--- config.mk ---
export PLATFORM = sky130hd
export DESIGN_NAME = remote_frame_decoder
export DESIGN_NICKNAME = d
export VERILOG_FILES = /design/src/rtl/rfd_pkg.sv /design/src/rtl/rfd_decode.sv /design/src/rtl/remote_frame_decoder.sv
export SDC_FILE = /design/constraint.sdc
export NUM_CORES = 1
export LEC_CHECK = 0
export BUFFER_PORTS_ARGS = -buffer_cell sky130_fd_sc_hd__buf_2
export CAP_MARGIN = 20
export CORE_ASPECT_RATIO = 1.2
export CORE_MARGIN = 4
export CORE_UTILIZATION = 38
export CTS_CLUSTER_SIZE = 24
export DETAILED_ROUTE_END_ITERATION = 8
export GPL_ROUTABILITY_DRIVEN = 0
export GPL_TIMING_DRIVEN = 0
export PLACE_DENSITY_LB_ADDON = 0.05
export SETUP_SLACK_MARGIN = 0.2
export SKIP_CTS_REPAIR_TIMING = 1
export SYNTH_ARGS = -nofsm -noshare
export SYNTH_HDL_FRONTEND = slang
export SYNTH_HIERARCHICAL = 1
export SYNTH_SLANG_ARGS = --single-unit
--- constraint.sdc ---
create_clock -name clk -period 11.4 [get_ports clk]
set_clock_uncertainty 0.15 [all_clocks]
set_input_delay 1.14 -clock clk [delete_from_list [all_inputs] [get_ports clk]]
set_output_delay 1.14 -clock clk [all_outputs]
set_load 0.005 [all_outputs]
--- src/rtl/rfd_pkg.sv ---
// ----------------------------------------------------------------------------
// rfd_pkg
// shared constants and types for the remote frame decoder
// ----------------------------------------------------------------------------
package rfd_pkg;

  localparam int FRAME_BYTES      = 18;
  localparam int BUFFER_BYTES_DEF = 36;
  localparam int FRAME_IDX_W      = $clog2(FRAME_BYTES);

  localparam int CFG_IDX_W  = 2;
  localparam int CFG_DATA_W = 11;

  localparam logic [CFG_IDX_W-1:0] CFG_CHANNEL_OFFSET = 2'd0;
  localparam logic [CFG_IDX_W-1:0] CFG_STICK_LIMIT    = 2'd1;

  localparam logic [CFG_DATA_W-1:0] CHANNEL_OFFSET_RST = 11'd1024;
  localparam logic [CFG_DATA_W-1:0] STICK_LIMIT_RST    = 11'd700;

  localparam logic [1:0] SW_DOWN = 2'd2;
  localparam logic [1:0] SW_NONE = 2'd0;

  localparam logic REQ_DATA = 1'b0;
  localparam logic REQ_IDLE = 1'b1;

  typedef logic [7:0] byte_t;

  typedef struct packed {
    logic signed [11:0] stick_0;
    logic signed [11:0] stick_1;
    logic signed [11:0] stick_2;
    logic signed [11:0] stick_3;
    logic signed [15:0] wheel_channel;
    logic [3:0]         switches;
    logic signed [15:0] mouse_x;
    logic signed [15:0] mouse_y;
    logic signed [15:0] mouse_z;
    logic [15:0]        mouse_buttons;
    logic [15:0]        key_bits;
    logic               frame_error;
  } rfd_result_t;

endpackage

--- src/rtl/rfd_decode.sv ---
// ----------------------------------------------------------------------------
// rfd_decode
// unpacks a stored frame, removes the channel offset and applies the
// validity check
// ----------------------------------------------------------------------------
module rfd_decode (
  input  rfd_pkg::byte_t                      frame [rfd_pkg::FRAME_BYTES],
  input  logic [rfd_pkg::CFG_DATA_W-1:0]      channel_offset,
  input  logic [rfd_pkg::CFG_DATA_W-1:0]      stick_limit,
  output rfd_pkg::rfd_result_t                result
);

  logic [10:0]        raw [4];
  logic signed [11:0] st [4];
  logic [11:0]        mag [4];
  logic [3:0]         over;
  logic [1:0]         sw_l;
  logic [1:0]         sw_r;
  logic [15:0]        wheel_raw;
  logic               err;

  assign raw[0] = {frame[1][2:0], frame[0]};
  assign raw[1] = {frame[2][5:0], frame[1][7:3]};
  assign raw[2] = {frame[4][0], frame[3], frame[2][7:6]};
  assign raw[3] = {frame[5][3:0], frame[4][7:1]};
  assign sw_l   = frame[5][5:4];
  assign sw_r   = frame[5][7:6];
  assign wheel_raw = {frame[17], frame[16]};

  always_comb begin
    for (int k = 0; k < 4; k++) begin
      st[k]   = $signed({1'b0, raw[k]}) - $signed({1'b0, channel_offset});
      mag[k]  = st[k][11] ? 12'(-st[k]) : 12'(st[k]);
      over[k] = mag[k] > {1'b0, stick_limit};
    end
  end

  assign err = (|over) || (sw_l == rfd_pkg::SW_NONE) || (sw_r == rfd_pkg::SW_NONE);

  always_comb begin
    if (err) begin
      result             = '0;
      result.switches    = {rfd_pkg::SW_DOWN, rfd_pkg::SW_DOWN};
      result.frame_error = 1'b1;
    end else begin
      result.stick_0       = st[0];
      result.stick_1       = st[1];
      result.stick_2       = st[2];
      result.stick_3       = st[3];
      result.wheel_channel = wheel_raw - {5'b0, channel_offset};
      result.switches      = {sw_r, sw_l};
      result.mouse_x       = {frame[7], frame[6]};
      result.mouse_y       = {frame[9], frame[8]};
      result.mouse_z       = {frame[11], frame[10]};
      result.mouse_buttons = {frame[13], frame[12]};
      result.key_bits      = {frame[15], frame[14]};
      result.frame_error   = 1'b0;
    end
  end

endmodule

--- src/rtl/remote_frame_decoder.sv ---
// ----------------------------------------------------------------------------
// remote_frame_decoder
// result: registered on the idle transaction, via the skid entry if stalled
// throughput: one transaction per cycle while in_ready, bytes and idle alike
// a two-entry output buffer keeps in_ready high while one result is stalled
// reset: byte count and output buffer cleared, config preset, frame store not
// ----------------------------------------------------------------------------
module remote_frame_decoder #(
  parameter int BUFFER_BYTES = rfd_pkg::BUFFER_BYTES_DEF
) (
  input  logic                             clk,
  input  logic                             rst_n,
  input  logic                             in_valid,
  output logic                             in_ready,
  input  logic                             in_req_type,
  input  logic [7:0]                       in_rx_byte,
  output logic                             out_valid,
  input  logic                             out_ready,
  output logic signed [11:0]               out_stick_0,
  output logic signed [11:0]               out_stick_1,
  output logic signed [11:0]               out_stick_2,
  output logic signed [11:0]               out_stick_3,
  output logic signed [15:0]               out_wheel_channel,
  output logic [3:0]                       out_switches,
  output logic signed [15:0]               out_mouse_x,
  output logic signed [15:0]               out_mouse_y,
  output logic signed [15:0]               out_mouse_z,
  output logic [15:0]                      out_mouse_buttons,
  output logic [15:0]                      out_key_bits,
  output logic                             out_frame_error,
  input  logic                             cfg_valid,
  output logic                             cfg_ready,
  input  logic [rfd_pkg::CFG_IDX_W-1:0]    cfg_index,
  input  logic [rfd_pkg::CFG_DATA_W-1:0]   cfg_wdata
);

  localparam int CNT_W = $clog2(BUFFER_BYTES + 1);

  logic [CNT_W-1:0]                    count_r, count_nxt;
  rfd_pkg::byte_t                      store_r [rfd_pkg::FRAME_BYTES];
  logic [rfd_pkg::CFG_DATA_W-1:0]      offset_r;
  logic [rfd_pkg::CFG_DATA_W-1:0]      limit_r;
  rfd_pkg::rfd_result_t                dec_result;
  rfd_pkg::rfd_result_t                out_data_r, skid_data_r;
  logic                                out_valid_r, skid_valid_r;
  logic                                in_fire, emit, out_take, out_free;

  assign in_ready  = !skid_valid_r;
  assign cfg_ready = 1'b1;
  assign in_fire   = in_valid && in_ready;
  assign emit      = in_fire && (in_req_type == rfd_pkg::REQ_IDLE) &&
                     (count_r == CNT_W'(rfd_pkg::FRAME_BYTES));
  assign out_take  = out_valid_r && out_ready;
  assign out_free  = !out_valid_r || out_take;

  always_comb begin
    count_nxt = count_r;
    if (in_fire) begin
      if (in_req_type == rfd_pkg::REQ_IDLE) begin
        count_nxt = '0;
      end else if (count_r < CNT_W'(BUFFER_BYTES)) begin
        count_nxt = count_r + 1'b1;
      end
    end
  end

  always_ff @(posedge clk) begin
    if (!rst_n) begin
      count_r  <= '0;
      offset_r <= rfd_pkg::CHANNEL_OFFSET_RST;
      limit_r  <= rfd_pkg::STICK_LIMIT_RST;
    end else begin
      count_r <= count_nxt;
      if (cfg_valid && cfg_ready) begin
        case (cfg_index)
          rfd_pkg::CFG_CHANNEL_OFFSET: offset_r <= cfg_wdata;
          rfd_pkg::CFG_STICK_LIMIT:    limit_r  <= cfg_wdata;
          default: ;
        endcase
      end
    end
  end

  always_ff @(posedge clk) begin
    if (in_fire && (in_req_type == rfd_pkg::REQ_DATA) &&
        (count_r < CNT_W'(rfd_pkg::FRAME_BYTES))) begin
      store_r[count_r[rfd_pkg::FRAME_IDX_W-1:0]] <= in_rx_byte;
    end
  end

  rfd_decode u_decode (
    .frame          (store_r),
    .channel_offset (offset_r),
    .stick_limit    (limit_r),
    .result         (dec_result)
  );

  // output register with skid entry behind it
  always_ff @(posedge clk) begin
    if (!rst_n) begin
      out_valid_r  <= 1'b0;
      skid_valid_r <= 1'b0;
    end else if (out_free) begin
      if (skid_valid_r) begin
        out_valid_r  <= 1'b1;
        skid_valid_r <= emit;
      end else begin
        out_valid_r  <= emit;
        skid_valid_r <= 1'b0;
      end
    end else if (emit) begin
      skid_valid_r <= 1'b1;
    end
  end

  always_ff @(posedge clk) begin
    if (out_free) begin
      if (skid_valid_r) begin
        out_data_r <= skid_data_r;
        if (emit) begin
          skid_data_r <= dec_result;
        end
      end else if (emit) begin
        out_data_r <= dec_result;
      end
    end else if (emit) begin
      skid_data_r <= dec_result;
    end
  end

  assign out_valid         = out_valid_r;
  assign out_stick_0       = out_data_r.stick_0;
  assign out_stick_1       = out_data_r.stick_1;
  assign out_stick_2       = out_data_r.stick_2;
  assign out_stick_3       = out_data_r.stick_3;
  assign out_wheel_channel = out_data_r.wheel_channel;
  assign out_switches      = out_data_r.switches;
  assign out_mouse_x       = out_data_r.mouse_x;
  assign out_mouse_y       = out_data_r.mouse_y;
  assign out_mouse_z       = out_data_r.mouse_z;
  assign out_mouse_buttons = out_data_r.mouse_buttons;
  assign out_key_bits      = out_data_r.key_bits;
  assign out_frame_error   = out_data_r.frame_error;

endmodule

==> flow_summary.yaml <==
synth:
  synth_top_area_share_pct: 58.52
  synthSimpleGateAreaFrac_pct: 10.43
  synth_mux_area_share_pct: 8.027
  synth-compound-area-share_pct: 7.933
  yosysUniqueCellTypes: 81
  synth_xor_area_share_pct: 2.819
  yosysWarnings: 6
  synth_ff_type: "edfxtp_1"
  synth_nets: 1848
  synth_top_family_by_area: "simple AND/OR/NAND/NOR gates"
  synth_area_leaders: "edfxtp_1 59%, mux2_2 7.5%, ha_1 5.9%"
  yosys.area.top_type: "edfxtp_1"
  netlist_area_um2: 22680
  syn_inst: 1709
  synth_adder_area_share_pct: 6.344
  async_flop_share_pct: 0
  synth.yosys.seq_area_share_pct: 61.17
  synth_edf_count: 442
  synth_seq_cells: 472
  synth_area_per_cell_um2: 13.27
global_routing:
  antenna_found_initial: 3
  grt_util_met2_pct: 34.38
  met3_usage_pct: 2.787
  met1_usage_pct: 24.32
  first_global_vias: 14820
  grt_max_degree: 37
  track_usage_pct: 19.30
  grt_pass1_wl_um: 92430
  gr-total-overflow: 0
  top_usage_layer: "met2"
sta:
  layout_setup_ws_ns: 2.920
  fin_crit_ns: 8.480
  setup_violations: 0
  tightest_slew_ns: 1.109
  rsz0062_at_grt: "false"
  slew_violations: 0
  max_clock_freq_ghz: 0.1179
  max_slew_margin_pct: 25.79
  final.period_utilization_pct: 74.38
  hold_viol_final: 0
floorplanning:
  dieArea_um2: 63670
  io_pins: 179
  rows: 97
  dieWidth_um: 231.0
  core_area_um2: 58740
  die_h_um: 275.6
  initial_core_util_pct: 38.61
finish:
  syn_to_final_growth_pct: 17.09
  post-route-cell-area_um2: 26560
  layout-drive-gt1-share_pct: 24.35
  final_common_cell: "edfxtp_1"
  final_cell_count_no_fill: 2785
  nNetsFinal: 2090
  multi_input_area_um2: 8087
  fill_cells: 5473
  final_cell_mix: "442 x edfxtp_1, 200 x buf_2, 151 x mux2_2"
  register_area_um2: 13870
critical_path:
  endpoint_kind: "flop"
  crit_path_max_fanout: 10
  r2r_slack_ns: 2.92
  reg2reg_depth: 25
  startpoint_type: "flop"
  critPathKind: "reg -> reg"
  worstPathRequired_ns: 11.71
  worstPathArrival_ns: 8.79
route:
  wl_per_cell_um: 22.43
  firstDrtPassIters: 5
  vias_per_cell: 5.243
  drc_errors: 0
  dr_total_vias: 14600
  drt_wl_total_um: 62460
  first_iter_violations: 895
  ant_nets: 0
clock_network:
  clock_latency_ns: 0.60
  cts_tree: "built"
  cts_made_buffers: 51
  clockBufferDepth: 3
  cts-root-buf: "clkbuf_16"
  clkSinkCount: 472
  cts_htree_levels: 2
  path_clk_slew_ns: 0.06
placement:
  placed_area_um2: 24830
  dp.cells: 2690
  hpwl_um: 44170
  port_buffers: 177
  pre_cts_ws_ns: 2.872
status:
  status: "complete, no violations"
worst_hold_path:
  holdPathStages: 2
  hp-class: "reg -> reg"
power_and_ir_drop:
  powerDensity_nw_per_um2: 147.5
  ir_drop_mv: 0.09914
  power_w: 0.003917
  p_leak_nw: 9.563
flow_run:
  maxCapViolations: 0
-- synth_stat cells (all sizes together), types with 6 or more instances --
| cell | count |
|---|---|
| edfxtp | 442 |
| mux2 | 151 |
| o21ai | 135 |
| nor3 | 129 |
| ha | 107 |
| nor2 | 88 |
| inv | 63 |
| nand2 | 63 |
| xnor2 | 52 |
| a21oi | 50 |
| buf | 47 |
| clkbuf | 42 |
| nor4 | 35 |
| dfxtp | 30 |
| nand3 | 22 |
| xor2 | 21 |
| nor2b | 17 |
| nand2b | 14 |
| a211oi | 12 |
| a21o | 12 |
| mux2i | 12 |
| o21a | 11 |
| o31ai | 10 |
| a31oi | 9 |
| nand4 | 9 |
| o211ai | 9 |
| and2 | 8 |
| nor3b | 8 |
| nand3b | 7 |
| or3 | 7 |
| or4 | 7 |
| and3 | 6 |
| nor4b | 6 |
| or2 | 6 |
-- flip-flops by register name, summed over array words and instances (netlist names), 16 cells and up --
register / cells
out_mouse_x: 16
out_mouse_y: 16
skid_data_r: 149
out_key_bits: 16
out_mouse_buttons: 16
out_mouse_z: 16
out_wheel_channel: 16
store_r: 144
-- area by class of cell --
type	instances	share of cell area, %
well taps	792	3.732
inverters	63	0.8905
repair buffers	189	4.306
multi-input cells	1085	30.45
plain buffers	89	1.894
flip-flops and latches	472	52.24
clock buffers	61	5.027
diodes	1	0.009423
clock inverters	33	1.446
-- metrics by stage --
step | hold WS [ns] | TNS (ns) | util (%)
floorplan | 0.2863 | 0 | -
global placement | 0.2971 | -90.50 | 41.81
detailed placement | 0.3026 | 0 | 42.28
CTS | 0.3119 | 0 | 45.20
global route | 0.3448 | 0 | 45.20
finish | 0.3074 | 0 | 45.21
-- per-layer routing --
| metal | routed length (µm) | vias up |
|---|---|---|
| met4 | 2010 | 0 |
| met5 | 0 | - |
| met1 | 26550 | 7164 |
| met3 | 2562 | 110 |
| li1 | - | 6990 |
| met2 | 31340 | 339 |
-- path summary, 6_finish.rpt --
path | endpoint | from
max | out_stick_3[2]$_DFFE_PP_ | offset_r[1]$_SDFFE_PN0P_
min | limit_r[6]$_SDFFE_PN0P_ | limit_r[6]$_SDFFE_PN0P_
max reg2reg | out_stick_3[2]$_DFFE_PP_ | offset_r[1]$_SDFFE_PN0P_
min reg2reg | limit_r[6]$_SDFFE_PN0P_ | limit_r[6]$_SDFFE_PN0P_
-- critical path: stages, from the launching register on --
cell,delay (ns)
dfxtp_1,0.33
inv_1,0.31
ha_1,0.41
nor2b_1,0.20
o2111a_1,0.24
o41a_1,0.24
o21a_1,0.17
o21ai_1,0.08
a211oi_1,0.49
clkbuf_1,0.82
clkbuf_1,0.49
clkbuf_1,0.53
nor2_1,0.13
xnor2_1,0.16
ha_1,0.22
a211o_1,0.23
o211ai_1,0.09
a21oi_1,0.09
a2111oi_0,0.40
o22ai_1,0.13
a2111oi_0,0.67
nand3_2,0.40
buf_12,0.29
buf_6,0.17
nor4_1,0.60
mux2_2,0.28
-- power by group --
part | internal (W) | switching (W) | total (W)
combinational | 0.000115 | 0.000185 | 0.000301
sequential | 0.00189 | 0.00000335 | 0.00190
clock | 0.00102 | 0.000701 | 0.00172
-- kinds of logic after synthesis --
| family | count (synthesis) |
|---|---|
| flip-flops | 472 |
| AND/OR/NAND/NOR | 444 |
| AO/OA/AOI/OAI | 292 |
| multiplexers | 163 |
| buffers and inverters | 152 |
| adder cells (fa/ha/maj) | 112 |
| XOR/XNOR | 73 |
| other | 1 |
No activity file was read; power rests on OpenSTA's default activity.
